`config.mk`:
```
export PLATFORM = sky130hd
export DESIGN_NAME = char_lcd_nibble_sequencer_flat
export DESIGN_NICKNAME = d
export VERILOG_FILES = /design/src/design/clns_pkg.sv /design/src/design/clns_if.sv /design/src/design/clns_front.sv /design/src/design/clns_queue.sv /design/src/design/clns_back.sv /design/src/design/char_lcd_nibble_sequencer.sv /design/src/flat_wrapper.sv
export SDC_FILE = /design/constraint.sdc
export NUM_CORES = 1
export LEC_CHECK = 0
export ABC_AREA = 1
export BUFFER_PORTS_ARGS = -buffer_cell sky130_fd_sc_hd__buf_2
export CAP_MARGIN = 20
export CORE_MARGIN = 3
export CORE_UTILIZATION = 54
export DETAILED_ROUTE_END_ITERATION = 16
export GPL_ROUTABILITY_DRIVEN = 0
export GPL_TIMING_DRIVEN = 0
export PLACE_DENSITY = 0.77
export SLEW_MARGIN = 20
export SYNTH_ARGS = -nofsm -noshare
export SYNTH_HDL_FRONTEND = slang
export SYNTH_SLANG_ARGS = --single-unit
```
`constraint.sdc`:
```
create_clock -name clk_i -period 2.3 [get_ports clk_i]
set_input_delay 0.115 -clock clk_i [delete_from_list [all_inputs] [get_ports clk_i]]
set_output_delay 0.115 -clock clk_i [all_outputs]
set_load 0.01 [all_outputs]
```
`src/design/clns_pkg.sv`:
```
// Types, codes and command tables for the character LCD nibble sequencer.
// No dependencies; imported by every other design file but assert_macros.svh.
`default_nettype none

package clns_pkg;

  localparam int unsigned ACTION_W = 3;
  localparam int unsigned VALUE_W  = 8;
  localparam int unsigned OFFSET_W = 7;
  localparam int unsigned NIB_W    = 4;
  localparam int unsigned CON_W    = 6;
  localparam int unsigned CFG_IDX_W = 4;
  localparam int unsigned CFG_DAT_W = 6;
  localparam int unsigned STEP_W   = 5;

  // action codes
  localparam logic [ACTION_W-1:0] ACT_INIT = 3'd0;
  localparam logic [ACTION_W-1:0] ACT_CMD  = 3'd1;
  localparam logic [ACTION_W-1:0] ACT_DATA = 3'd2;
  localparam logic [ACTION_W-1:0] ACT_ADJ  = 3'd3;
  localparam logic [ACTION_W-1:0] ACT_HEX  = 3'd4;

  // register indexes
  localparam logic [CFG_IDX_W-1:0] REG_MAX_CONTRAST   = 4'd0;
  localparam logic [CFG_IDX_W-1:0] REG_SAVED_CONTRAST = 4'd1;

  localparam logic [CON_W-1:0] MAX_CONTRAST_RST   = 6'd63;
  localparam logic [CON_W-1:0] SAVED_CONTRAST_RST = 6'd32;

  // command bytes
  localparam logic [7:0] CMD_FUNC_EXT   = 8'h29;
  localparam logic [7:0] CMD_BIAS       = 8'h1C;
  localparam logic [7:0] CMD_FOLLOWER   = 8'h6C;
  localparam logic [7:0] CMD_PWR_INIT   = 8'h50;
  localparam logic [7:0] CMD_PWR_ADJ    = 8'h54;
  localparam logic [7:0] CMD_CONTRAST   = 8'h70;
  localparam logic [7:0] CMD_FUNC_STD   = 8'h28;
  localparam logic [7:0] CMD_DISP_OFF   = 8'h08;
  localparam logic [7:0] CMD_CLEAR      = 8'h01;
  localparam logic [7:0] CMD_ENTRY      = 8'h06;
  localparam logic [7:0] CMD_DISP_ON    = 8'h0C;
  localparam logic [7:0] CMD_HOME_ADDR  = 8'h80;
  localparam logic [NIB_W-1:0] NIB_RESET  = 4'h3;
  localparam logic [NIB_W-1:0] NIB_4BIT   = 4'h2;
  localparam logic [7:0] ASCII_ZERO     = 8'h30;
  localparam logic [7:0] ASCII_LETTER   = 8'h37;
  localparam logic [3:0] DIGIT_MAX      = 4'd9;

  // init sequence: three reset nibbles and a 4-bit mode nibble, then byte pairs
  localparam logic [STEP_W-1:0] INIT_NIBS = 5'd4;
  localparam logic [STEP_W-1:0] LAST_INIT = 5'd25;
  localparam logic [STEP_W-1:0] LAST_BYTE = 5'd1;
  localparam logic [STEP_W-1:0] LAST_ADJ  = 5'd7;
  localparam logic [STEP_W-1:0] LAST_HEX  = 5'd3;
  localparam logic [STEP_W-1:0] LAST_NULL = 5'd0;

  typedef enum logic [2:0] {
    K_INIT,
    K_BYTE,
    K_ADJ,
    K_HEX,
    K_NULL
  } kind_e;

  typedef struct packed {
    kind_e              kind;
    logic               rs;
    logic [VALUE_W-1:0] data;
    logic [CON_W-1:0]   contrast;
  } desc_t;

  typedef struct packed {
    logic             strobe;
    logic             rs;
    logic [NIB_W-1:0] nibble;
  } nib_t;

  function automatic logic [7:0] init_cmd(logic [3:0] idx, logic [CON_W-1:0] c);
    logic [7:0] b;
    unique case (idx)
      4'd0:    b = CMD_FUNC_EXT;
      4'd1:    b = CMD_BIAS;
      4'd2:    b = CMD_FOLLOWER;
      4'd3:    b = CMD_PWR_INIT | {6'd0, c[5:4]};
      4'd4:    b = CMD_CONTRAST | {4'd0, c[3:0]};
      4'd5:    b = CMD_FUNC_STD;
      4'd6:    b = CMD_DISP_OFF;
      4'd7:    b = CMD_CLEAR;
      4'd8:    b = CMD_ENTRY;
      4'd9:    b = CMD_DISP_ON;
      default: b = CMD_HOME_ADDR;
    endcase
    return b;
  endfunction

  function automatic logic [7:0] adj_cmd(logic [1:0] idx, logic [CON_W-1:0] c);
    logic [7:0] b;
    unique case (idx)
      2'd0:    b = CMD_FUNC_EXT;
      2'd1:    b = CMD_PWR_ADJ | {6'd0, c[5:4]};
      2'd2:    b = CMD_CONTRAST | {4'd0, c[3:0]};
      default: b = CMD_FUNC_STD;
    endcase
    return b;
  endfunction

  function automatic logic [7:0] hex_digit(logic [3:0] v);
    return {4'd0, v} + ((v <= DIGIT_MAX) ? ASCII_ZERO : ASCII_LETTER);
  endfunction

  function automatic logic [STEP_W-1:0] last_step(kind_e k);
    logic [STEP_W-1:0] s;
    unique case (k)
      K_INIT:  s = LAST_INIT;
      K_BYTE:  s = LAST_BYTE;
      K_ADJ:   s = LAST_ADJ;
      K_HEX:   s = LAST_HEX;
      default: s = LAST_NULL;
    endcase
    return s;
  endfunction

  // nibble transfer for one step of a descriptor's run
  function automatic nib_t step_nibble(desc_t d, logic [STEP_W-1:0] step);
    nib_t r;
    logic [7:0] b;
    logic [STEP_W-1:0] s;
    logic half;
    s = step - INIT_NIBS;
    b = 8'd0;
    half = step[0];
    r.strobe = 1'b1;
    r.rs = 1'b0;
    unique case (d.kind)
      K_INIT: begin
        half = s[0];
        b = init_cmd(s[4:1], d.contrast);
      end
      K_BYTE: begin
        b = d.data;
        r.rs = d.rs;
      end
      K_ADJ: b = adj_cmd(step[2:1], d.contrast);
      K_HEX: begin
        b = hex_digit(step[1] ? d.data[3:0] : d.data[7:4]);
        r.rs = 1'b1;
      end
      default: r.strobe = 1'b0;
    endcase
    if (!r.strobe) begin
      r.nibble = '0;
    end else if (d.kind == K_INIT && step < INIT_NIBS) begin
      r.nibble = (step == INIT_NIBS - 5'd1) ? NIB_4BIT : NIB_RESET;
    end else begin
      r.nibble = half ? b[3:0] : b[7:4];
    end
    return r;
  endfunction

endpackage

`default_nettype wire

```
`src/design/clns_if.sv`:
```
// Valid/ready channel interfaces: action input, nibble output, register writes.
// Depends on clns_pkg for field widths.
`default_nettype none

interface clns_in_if;
  import clns_pkg::*;
  logic                       valid;
  logic                       ready;
  logic [ACTION_W-1:0]        action;
  logic [VALUE_W-1:0]         value;
  logic signed [OFFSET_W-1:0] offset;
  modport source (output valid, action, value, offset, input ready);
  modport sink   (input valid, action, value, offset, output ready);
endinterface

interface clns_out_if;
  import clns_pkg::*;
  logic             valid;
  logic             ready;
  logic             strobe_res;
  logic             reg_select;
  logic [NIB_W-1:0] nibble;
  logic [CON_W-1:0] contrast;
  logic             last;
  modport source (output valid, strobe_res, reg_select, nibble, contrast, last,
                  input ready);
  modport sink   (input valid, strobe_res, reg_select, nibble, contrast, last,
                  output ready);
endinterface

interface clns_cfg_if;
  import clns_pkg::*;
  logic                 valid;
  logic                 ready;
  logic [CFG_IDX_W-1:0] index;
  logic [CFG_DAT_W-1:0] data;
  modport source (output valid, index, data, input ready);
  modport sink   (input valid, index, data, output ready);
endinterface

`default_nettype wire

```
`src/design/clns_front.sv`:
```
// Front end: takes actions and register writes, holds contrast state,
// and turns each action into a run descriptor. Depends on clns_pkg, clns_if.
`default_nettype none

module clns_front (
  input  wire logic    clk_i,
  input  wire logic    rst_ni,
  clns_in_if.sink      in_i,
  clns_cfg_if.sink     cfg_i,
  output logic         push_valid_o,
  input  wire logic    push_ready_i,
  output clns_pkg::desc_t desc_o
);
  import clns_pkg::*;

  logic [CON_W-1:0] max_q, max_d;
  logic [CON_W-1:0] saved_q, saved_d;
  logic [CON_W-1:0] level_q, level_d;
  logic signed [7:0] sum;
  logic [CON_W-1:0]  clamped;
  logic              accept;
  logic              cfg_wr;

  assign in_i.ready   = push_ready_i;
  assign push_valid_o = in_i.valid;
  assign accept       = in_i.valid && push_ready_i;
  assign cfg_i.ready  = 1'b1;
  assign cfg_wr       = cfg_i.valid;

  always_comb begin
    sum = $signed({2'b00, level_q}) + $signed({in_i.offset[OFFSET_W-1], in_i.offset});
    if (sum > $signed({2'b00, max_q})) begin
      clamped = max_q;
    end else if (sum[7]) begin
      clamped = '0;
    end else begin
      clamped = sum[CON_W-1:0];
    end
  end

  always_comb begin
    desc_o.rs       = 1'b0;
    desc_o.data     = in_i.value;
    desc_o.contrast = level_q;
    level_d         = level_q;
    unique case (in_i.action)
      ACT_INIT: begin
        desc_o.kind     = K_INIT;
        desc_o.contrast = saved_q;
        level_d         = saved_q;
      end
      ACT_CMD:  desc_o.kind = K_BYTE;
      ACT_DATA: begin
        desc_o.kind = K_BYTE;
        desc_o.rs   = 1'b1;
      end
      ACT_ADJ: begin
        // clamp applies even when the offset is zero
        desc_o.kind     = (in_i.offset != '0) ? K_ADJ : K_NULL;
        desc_o.contrast = clamped;
        level_d         = clamped;
      end
      ACT_HEX: begin
        desc_o.kind = K_HEX;
        desc_o.rs   = 1'b1;
      end
      default: desc_o.kind = K_NULL;
    endcase
  end

  always_comb begin
    max_d   = max_q;
    saved_d = saved_q;
    if (cfg_wr) begin
      unique case (cfg_i.index)
        REG_MAX_CONTRAST:   max_d   = cfg_i.data;
        REG_SAVED_CONTRAST: saved_d = cfg_i.data;
        default: ;
      endcase
    end
  end

  always_ff @(posedge clk_i or negedge rst_ni) begin
    if (!rst_ni) begin
      max_q   <= MAX_CONTRAST_RST;
      saved_q <= SAVED_CONTRAST_RST;
      level_q <= SAVED_CONTRAST_RST;
    end else begin
      max_q   <= max_d;
      saved_q <= saved_d;
      if (accept) begin
        level_q <= level_d;
      end
    end
  end

endmodule

`default_nettype wire

```
`src/design/clns_queue.sv`:
```
// Small descriptor FIFO between the front end and the nibble sequencer.
// Depends on clns_pkg for the descriptor type.
`default_nettype none

module clns_queue (
  input  wire logic       clk_i,
  input  wire logic       rst_ni,
  input  wire logic       push_valid_i,
  output logic            push_ready_o,
  input  wire clns_pkg::desc_t push_desc_i,
  output logic            pop_valid_o,
  input  wire logic       pop_ready_i,
  output clns_pkg::desc_t pop_desc_o
);
  import clns_pkg::*;

  localparam int unsigned DEPTH = 2;
  localparam int unsigned PTR_W = $clog2(DEPTH);
  localparam int unsigned CNT_W = $clog2(DEPTH + 1);

  desc_t            mem_q [DEPTH];
  logic [PTR_W-1:0] wr_ptr_q, rd_ptr_q;
  logic [CNT_W-1:0] count_q;
  logic             push, pop;

  assign push_ready_o = count_q != CNT_W'(DEPTH);
  assign pop_valid_o  = count_q != '0;
  assign pop_desc_o   = mem_q[rd_ptr_q];
  assign push = push_valid_i && push_ready_o;
  assign pop  = pop_valid_o && pop_ready_i;

  function automatic logic [PTR_W-1:0] bump(logic [PTR_W-1:0] p);
    return (p == PTR_W'(DEPTH - 1)) ? '0 : p + PTR_W'(1);
  endfunction

  always_ff @(posedge clk_i or negedge rst_ni) begin
    if (!rst_ni) begin
      wr_ptr_q <= '0;
      rd_ptr_q <= '0;
      count_q  <= '0;
    end else begin
      if (push) begin
        wr_ptr_q <= bump(wr_ptr_q);
      end
      if (pop) begin
        rd_ptr_q <= bump(rd_ptr_q);
      end
      if (push && !pop) begin
        count_q <= count_q + CNT_W'(1);
      end else if (pop && !push) begin
        count_q <= count_q - CNT_W'(1);
      end
    end
  end

  always_ff @(posedge clk_i) begin
    if (push) begin
      mem_q[wr_ptr_q] <= push_desc_i;
    end
  end

endmodule

`default_nettype wire

```
`src/design/clns_back.sv`:
```
// Back end: steps through a descriptor's run, one nibble word per cycle while
// out_o is taken, into a registered output. Depends on clns_pkg, clns_if.
`default_nettype none

module clns_back (
  input  wire logic       clk_i,
  input  wire logic       rst_ni,
  input  wire logic       pop_valid_i,
  output logic            pop_ready_o,
  input  wire clns_pkg::desc_t pop_desc_i,
  clns_out_if.source      out_o
);
  import clns_pkg::*;

  desc_t             desc_q;
  logic [STEP_W-1:0] step_q;
  logic              busy_q;
  logic              out_valid_q;
  nib_t              nib_q;
  logic [CON_W-1:0]  con_q;
  logic              last_q;
  nib_t              cur;
  logic              is_last;
  logic              advance;
  logic              take;

  assign cur         = step_nibble(desc_q, step_q);
  assign is_last     = step_q == last_step(desc_q.kind);
  assign advance     = busy_q && (!out_valid_q || out_o.ready);
  // load the next run in the cycle the current one issues its final word
  assign pop_ready_o = !busy_q || (advance && is_last);
  assign take        = pop_valid_i && pop_ready_o;

  assign out_o.valid      = out_valid_q;
  assign out_o.strobe_res = nib_q.strobe;
  assign out_o.reg_select = nib_q.rs;
  assign out_o.nibble     = nib_q.nibble;
  assign out_o.contrast   = con_q;
  assign out_o.last       = last_q;

  always_ff @(posedge clk_i or negedge rst_ni) begin
    if (!rst_ni) begin
      busy_q      <= 1'b0;
      step_q      <= '0;
      out_valid_q <= 1'b0;
    end else begin
      if (take) begin
        busy_q <= 1'b1;
        step_q <= '0;
      end else if (advance) begin
        busy_q <= !is_last;
        step_q <= step_q + STEP_W'(1);
      end
      if (advance) begin
        out_valid_q <= 1'b1;
      end else if (out_o.ready) begin
        out_valid_q <= 1'b0;
      end
    end
  end

  always_ff @(posedge clk_i) begin
    if (take) begin
      desc_q <= pop_desc_i;
    end
    if (advance) begin
      nib_q  <= cur;
      con_q  <= desc_q.contrast;
      last_q <= is_last;
    end
  end

endmodule

`default_nettype wire

```
`src/design/char_lcd_nibble_sequencer.sv`:
```
// Top level of the character LCD nibble sequencer.
// Depends on clns_pkg, clns_if, clns_front, clns_queue, clns_back.
//
//   channel  dir  payload                                          word
//   in_i     in   action[2:0] value[7:0] offset[6:0] (signed)      one action
//   out_o    out  strobe_res reg_select nibble[3:0] contrast[5:0]  one nibble
//                 last
//   cfg_i    in   index[3:0] data[5:0]                             one write
//
// An action yields 1 to 26 output words, one per cycle while out_o is taken;
// the back-end sequencer issuing a word per cycle sets that figure.
// Actions are taken whenever the two-entry descriptor queue has room, and the
// next run starts in the cycle the previous run issues its last word.
// Output stalls back up into the queue and then into in_i; cfg_i never stalls.
// Reset clears the queue, the sequencer and the output valid at once.
`default_nettype none

module char_lcd_nibble_sequencer (
  input  wire logic  clk_i,
  input  wire logic  rst_ni,
  clns_in_if.sink    in_i,
  clns_cfg_if.sink   cfg_i,
  clns_out_if.source out_o
);
  import clns_pkg::*;

  logic  push_valid, push_ready;
  logic  pop_valid, pop_ready;
  desc_t push_desc, pop_desc;

  clns_front u_front (
    .clk_i        (clk_i),
    .rst_ni       (rst_ni),
    .in_i         (in_i),
    .cfg_i        (cfg_i),
    .push_valid_o (push_valid),
    .push_ready_i (push_ready),
    .desc_o       (push_desc)
  );

  clns_queue u_queue (
    .clk_i        (clk_i),
    .rst_ni       (rst_ni),
    .push_valid_i (push_valid),
    .push_ready_o (push_ready),
    .push_desc_i  (push_desc),
    .pop_valid_o  (pop_valid),
    .pop_ready_i  (pop_ready),
    .pop_desc_o   (pop_desc)
  );

  clns_back u_back (
    .clk_i       (clk_i),
    .rst_ni      (rst_ni),
    .pop_valid_i (pop_valid),
    .pop_ready_o (pop_ready),
    .pop_desc_i  (pop_desc),
    .out_o       (out_o)
  );

endmodule

`default_nettype wire

```
`src/flat_wrapper.sv`:
```
// flat-port wrapper written by rule: the top's interface ports become plain ports
module char_lcd_nibble_sequencer_flat import clns_pkg::*;
  (clk_i, rst_ni, in_i_valid, in_i_action, in_i_value, in_i_offset, in_i_ready, cfg_i_valid, cfg_i_index, cfg_i_data, cfg_i_ready, out_o_valid, out_o_strobe_res, out_o_reg_select, out_o_nibble, out_o_contrast, out_o_last, out_o_ready);
  clns_in_if in_i_i ();
  clns_cfg_if cfg_i_i ();
  clns_out_if out_o_i ();
  input  wire logic clk_i;
  input  wire logic rst_ni;
  input wire logic [$bits(in_i_i.valid)-1:0] in_i_valid;
  input wire logic [$bits(in_i_i.action)-1:0] in_i_action;
  input wire logic [$bits(in_i_i.value)-1:0] in_i_value;
  input wire logic [$bits(in_i_i.offset)-1:0] in_i_offset;
  output wire logic [$bits(in_i_i.ready)-1:0] in_i_ready;
  input wire logic [$bits(cfg_i_i.valid)-1:0] cfg_i_valid;
  input wire logic [$bits(cfg_i_i.index)-1:0] cfg_i_index;
  input wire logic [$bits(cfg_i_i.data)-1:0] cfg_i_data;
  output wire logic [$bits(cfg_i_i.ready)-1:0] cfg_i_ready;
  output wire logic [$bits(out_o_i.valid)-1:0] out_o_valid;
  output wire logic [$bits(out_o_i.strobe_res)-1:0] out_o_strobe_res;
  output wire logic [$bits(out_o_i.reg_select)-1:0] out_o_reg_select;
  output wire logic [$bits(out_o_i.nibble)-1:0] out_o_nibble;
  output wire logic [$bits(out_o_i.contrast)-1:0] out_o_contrast;
  output wire logic [$bits(out_o_i.last)-1:0] out_o_last;
  input wire logic [$bits(out_o_i.ready)-1:0] out_o_ready;
  assign in_i_i.valid = in_i_valid;
  assign in_i_i.action = in_i_action;
  assign in_i_i.value = in_i_value;
  assign in_i_i.offset = in_i_offset;
  assign in_i_ready = in_i_i.ready;
  assign cfg_i_i.valid = cfg_i_valid;
  assign cfg_i_i.index = cfg_i_index;
  assign cfg_i_i.data = cfg_i_data;
  assign cfg_i_ready = cfg_i_i.ready;
  assign out_o_valid = out_o_i.valid;
  assign out_o_strobe_res = out_o_i.strobe_res;
  assign out_o_reg_select = out_o_i.reg_select;
  assign out_o_nibble = out_o_i.nibble;
  assign out_o_contrast = out_o_i.contrast;
  assign out_o_last = out_o_i.last;
  assign out_o_i.ready = out_o_ready;
  char_lcd_nibble_sequencer u_core (.clk_i(clk_i), .rst_ni(rst_ni), .in_i(in_i_i), .cfg_i(cfg_i_i), .out_o(out_o_i));
endmodule
```
[Word-level counts from Yosys, hierarchy flattened]
Memory sizes are Yosys's and may differ from the RTL's. A register that Yosys moved wholly into a read port is not among the register bits.
Index checks and enable logic that the tools add are counted.
Storage, ports and cells
  word-level logic and storage cells: 107
  RAM bits: 36
  bits in latches: 0
  ROM bits: 0
  output and inout port bits: 16
  input bits: 33
  memories kept: 1
  register bits after elaboration: 42
Operators by class
  multiply operators: 0
  eq/ne operators: 22
  bitwise logic cells: 0
  shifts and indexed selects: 0
  reductions and logical operators: 29
  $add $sub $neg: 8
  div/mod/pow operators: 0
  order comparisons: 3
  mux-type cells: 30
Memories
  u_core.u_queue.mem_q: words 2, bits a word 18, rd ports 1, clocked after Yosys merged registers in 1, wr ports 1, RTL line clns_queue.sv:21  | desc_t mem_q [DEPTH];
Operator list (count)
  $pmux W8 S10: 1
  $pmux W8 S4: 1
  $pmux W7 S3: 1
  $pmux W5 S4: 1
  $eq A4 B3 Y1 const B: 4
  $eq A3 B2 Y1 const B: 4
  $mux W1: 12
  $mux W4: 3
  $mux W6: 2
  $pmux W3 S4: 1
  $pmux W6 S2: 1
  $mux W5: 2
  $add A7 B7 Y8: 1
  $eq A4 B1 Y1 const B: 2
  $eq A4 B2 Y1 const B: 2
  $eq A4 B4 Y1 const B: 2
  $gt A8 B7 Y1: 1
  $logic_not A4 Y1: 2
  $reduce_bool A2 Y1: 4
  $add A4 B6 Y7: 1
  $logic_and A1 B1 Y1: 7
  $reduce_bool A7 Y1: 1
  $eq A3 B1 Y1 const B: 2
  $logic_not A3 Y1: 2
  other kinds (22): 32

[Longest topological paths before layout]
  depth in word-level cells: 9
  mapped depth: 20
  gate-level depth less buffers: 20

[Modules after synthesis]
A second synthesis with hierarchy kept.
Second synthesis, totals
  cell total of the unflattened synthesis: 605
  area total of the unflattened synthesis: 5450.2 µm²
By module, submodules not included
  clns_back: seq. area each 1106.1 µm², cells each 252, instances 1, area each 2234.6 µm²
  clns_front: seq. area each 460.4 µm², cells each 231, instances 1, area each 1649.1 µm²
  clns_queue: seq. area each 1181.1 µm², cells each 122, instances 1, area each 1566.5 µm²

[Least setup slack after synthesis]
Ideal clock, no wire load.
  path kind: reg-to-reg
  start: register u_core.u_front.level_q[0]
  end: memory u_core.u_queue.mem_q[0][1] (netlist name), data pin
  arrival time: 2.283 ns
  setup time: 0.262 ns
  buffers on the path: 0
  path slack: -0.245 ns
  cell stages (with the launch flop): 18
  clock period less this slack: 2.545 ns
  required time: 2.038 ns
  path through: dfrtp_1 -> ha_1 -> fa_1 -> nand3_1 -> nand3_1 -> xor2_1 -> inv_1 -> ha_1 -> nand2_1 -> inv_1 -> nand2_1 -> nand2_1 -> nand2_1 -> nand3_2 -> nand2_2 -> nand2_1 -> nand3_1 -> nand2_1
RTL lines
  start, declared: RTL line clns_front.sv:18  | logic [CON_W-1:0] level_q, level_d;
  start signal, assigned: RTL line clns_front.sv:92  | level_q <= level_d;
  end, declared: RTL line clns_queue.sv:21

==> reports/qor.yml <==
run_status: "finished, violations left"
violations: "setup timing"
clock-sinks: 96
numCtsBuffers: 9
setup_ws_ns: -0.361
tritoncts: "done"
synth_nets: 610
slew_violations: 0
fp-row-count: 34
die_h_um: 103
drt_iter0_markers: 275
setup_viol: 18
ios: 49
yosys_warnings: 0
peakVddDrop_v: 0.000737
rr_worst_depth: 16
slowest_delay_ns: 0.40
hpwl_mm: 7.74
finalNetCount: 717
grt_pass1_vias: 4118
grt_max_degree: 30
wl_per_cell_um: 15.3
reg2reg_slack_ns: -0.36
reg2reg_from: "u_core.u_front.level_q[0]$_DFFE_PN0P_"
period_minus_slack_ns: 2.66
antenna_found_initial: 0
setup_tns_ns: -6.00
crit_chain: "ha_2 > fa_2 > nand3_2 > nand3_4 > xor2_2 > inv_1 > ha_1 > nand2_1 > inv_1 > nand4_1 > nand2_2 > nand3_4 > nand2_4 > nand2_1 > nand3_2 > nand2_2"
ys_seq_area_share_pct: 54.6
grt_pass1_wl_mm: 18.4
drv_cap: 0
yosysUniqueCellTypes: 40
critPathTopFamily: "simple AND/OR/NAND/NOR gates"
crit_buf_inv: 2
worstHoldStart: "cfg_i_data[4]"
area_delta_synth_final_pct: 25.5
clock_path_buffers: 2
grt_overflow: 0
remaining_drc_errors: 0
syn_area_mm2: 0.00503
initial_core_util_pct: 56.6
timing.rr.end: "u_core.u_queue.mem_q[0][1]$_DFFE_PP_"
port-buffer-count: 47
skew_ns: 0.0178
hold_viol_final: 0
worst_path_max_delay_cell: "dfrtp_1"
postPlaceCellArea_mm2: 0.00545
timing.final.crit_share_pct: 116
synth_seq_cells: 96
timing.fmax_ghz: 0.376
cp.required_ns: 2.41
hold_end: "u_core.u_front.max_q[4]$_DFFE_PN1P_"
num_antenna_cells: 0
worstSetupPathType: "flop to flop"
worstHoldPathCells: 3
power.leakage_nw: 2.94
syn_avg_cell_area_um2: 9.13
pre_cts_slack_ns: -0.437
wirelength_mm: 11.8
final_antenna_net_count: 0
critPathMaxFanout: 6
avgViaCountPerCell: 5.47
clkTransAtPathRegs_ns: 0.09
worst_slew_pin_slew_ns: 0.677
worstPathArrival_ns: 2.77
cts_max_level: 3
clk_latency_ns: 0.36
track_usage_pct: 22.5
rsz0062_at_grt: "yes"
fp.dieW_um: 103
slew_headroom_pct: 54.8
vias: 4221
critPathLaunchType: "flop"
hold_path_class: "input pin to flop"
dr.pass1.iters: 5
power_density_mw_per_mm2: 1230
end_kind: "flop"
drive_above_1_share_pct: 27.5
cts_root_buf: "clkbuf_8"
netlist_instances: 551
die_area_mm2: 0.0105
coreArea_mm2: 0.00889
final_area_mm2: 0.00632
==> kinds of logic after synthesis <==
logic type | count (synthesis) | synth area share [%]
flip-flops | 96 | 54.6
XOR/XNOR | 10 | 1.74
AO/OA/AOI/OAI | 61 | 7.24
adder cells (fa/ha/maj) | 26 | 6.76
buffers and inverters | 80 | 6.04
AND/OR/NAND/NOR | 277 | 23.5
other | 1 | 0.0745
==> final cells by class <==
class	instances	area, um2
inverters	73	280
flip-flops and latches	96	2750
repair buffers	96	657
clock buffers	12	145
plain buffers	7	30.0
fillers	608	2570
well taps	108	135
clock inverters	4	35.0
multi-input cells	375	2280
==> registers in the layout, indices dropped and copies added (netlist names) <==
| register | count |
|---|---|
| u_core.u_queue.rd_ptr_q | 1 |
| u_core.u_queue.wr_ptr_q | 1 |
| u_core.u_back.busy_q | 1 |
| u_core.u_front.saved_q | 6 |
| u_core.u_back.desc_q | 18 |
| u_core.u_front.max_q | 6 |
| u_core.u_queue.mem_q | 36 |
| u_core.u_front.level_q | 6 |
| u_core.u_back.out_o.reg_select | 1 |
| u_core.u_back.out_o.valid | 1 |
| u_core.u_back.out_o.nibble | 4 |
| u_core.u_back.step_q | 5 |
| u_core.u_back.out_o.strobe_res | 1 |
| u_core.u_back.out_o.last | 1 |
| u_core.u_queue.count_q | 2 |
| u_core.u_back.out_o.contrast | 6 |
==> worst max path at each step <==
stage / startpoint / to / slack, ns / cells past startpoint
finish: u_core.u_front.level_q[0]$_DFFE_PN0P_ / u_core.u_queue.mem_q[0][1]$_DFFE_PP_ / -0.36 / 16
global route: u_core.u_front.level_q[0]$_DFFE_PN0P_ / u_core.u_front.level_q[4]$_DFFE_PN0P_ / -0.50 / 18
CTS: u_core.u_front.level_q[0]$_DFFE_PN0P_ / u_core.u_queue.mem_q[0][2]$_DFFE_PP_ / -0.30 / 16
detailed placement: u_core.u_front.level_q[0]$_DFFE_PN0P_ / u_core.u_queue.mem_q[0][2]$_DFFE_PP_ / -0.44 / 16
global placement: u_core.u_front.level_q[0]$_DFFE_PN0P_ / u_core.u_queue.mem_q[0][2]$_DFFE_PP_ / -0.39 / 17
floorplan: u_core.u_front.level_q[0]$_DFFE_PN0P_ / u_core.u_queue.mem_q[0][1]$_DFFE_PP_ / -0.17 / 17
==> cell usage after synthesis <==
library cell	count	area, um2
a211o_1	1	8.76
a211oi_1	1	7.51
a21o_1	1	7.51
a21oi_1	13	65.1
a221oi_1	3	26.3
buf_4	1	7.51
clkbuf_1	6	22.5
clkinv_1	2	7.51
conb_1	1	3.75
dfrtp_1	21	526
dfstp_2	8	210
edfxtp_1	67	2010
fa_1	2	40.0
ha_1	24	300
inv_1	66	248
inv_2	5	18.8
nand2_1	182	683
nand2_2	4	25.0
nand3_1	41	205
nand3_2	2	20.0
nand3b_1	3	22.5
nand4_1	6	37.5
nor2_1	26	97.6
nor2_2	2	12.5
nor2_4	1	11.3
nor3_1	5	25.0
nor3_2	3	30.0
nor4_1	1	6.26
o2111ai_1	1	8.76
o21ai_0	28	140
o21ai_1	4	20.0
o21ai_2	3	26.3
o21bai_1	1	7.51
o21bai_2	2	22.5
o221ai_1	1	8.76
o22ai_1	1	6.26
o311ai_0	1	8.76
or4_1	1	7.51
xnor2_1	1	8.76
xor2_1	9	78.8
==> tightest hold or removal path: stages <==
cell     delay, ns
buf_2         0.10
inv_1         0.06
o21ai_0       0.08
==> layout by cell type (no fill, tap or decap), drive strengths merged, types with 2 or more instances in the layout <==
cell / netlist / routed
a21oi: 13 / 13
a221oi: 3 / 3
buf: 1 / 85
clkbuf: 6 / 18
clkinv: 2 / 5
dfrtp: 21 / 21
dfstp: 8 / 8
dlygate4sd3: 0 / 12
edfxtp: 67 / 67
fa: 2 / 2
ha: 24 / 24
inv: 71 / 72
nand2: 186 / 186
nand3: 43 / 43
nand3b: 3 / 3
nand4: 6 / 6
nor2: 29 / 29
nor3: 8 / 8
o21ai: 35 / 35
o21bai: 3 / 3
xor2: 9 / 9
==> power breakdown <==
group	total, mW	internal (mW)	switching [mW]
registers	2.75	2.46	0.287
clock network	1.03	0.439	0.591
logic	3.98	1.62	2.36
==> through the flow <==
step                      hold WS [ns]  cells  util (%)  power [mW]
after floorplan                 -0.181    551         -        4.92
after global placement           0.173    706      61.0        5.54
after detailed placement         0.193    708      61.3        5.74
after CTS                     0.000602    749      67.0        7.13
after global routing            0.0203    771      71.0        8.35
final                          0.00652    771      71.0        7.76
==> what timing repair did <==
| item | in CTS | in global routing |
|---|---|---|
| cloned | 0 | 0 |
| pin swaps | 7 | 16 |
| endpoints found under the hold margin | 40 | 0 |
| setup buffers | 13 | 22 |
| hold buffers | 12 | 0 |
| gates resized for setup | 23 | 44 |
| endpoints found under the setup margin | 41 | 43 |
==> layer usage <==
layer,global-route usage (%),wire length (um),vias to the layer above
met5,0,0,-
met4,7.47,348,0
met3,3.92,642,39
met2,41.9,6150,167
met1,26.2,4620,1984
li1,-,-,2031
No activity file was read; power rests on OpenSTA's default activity.
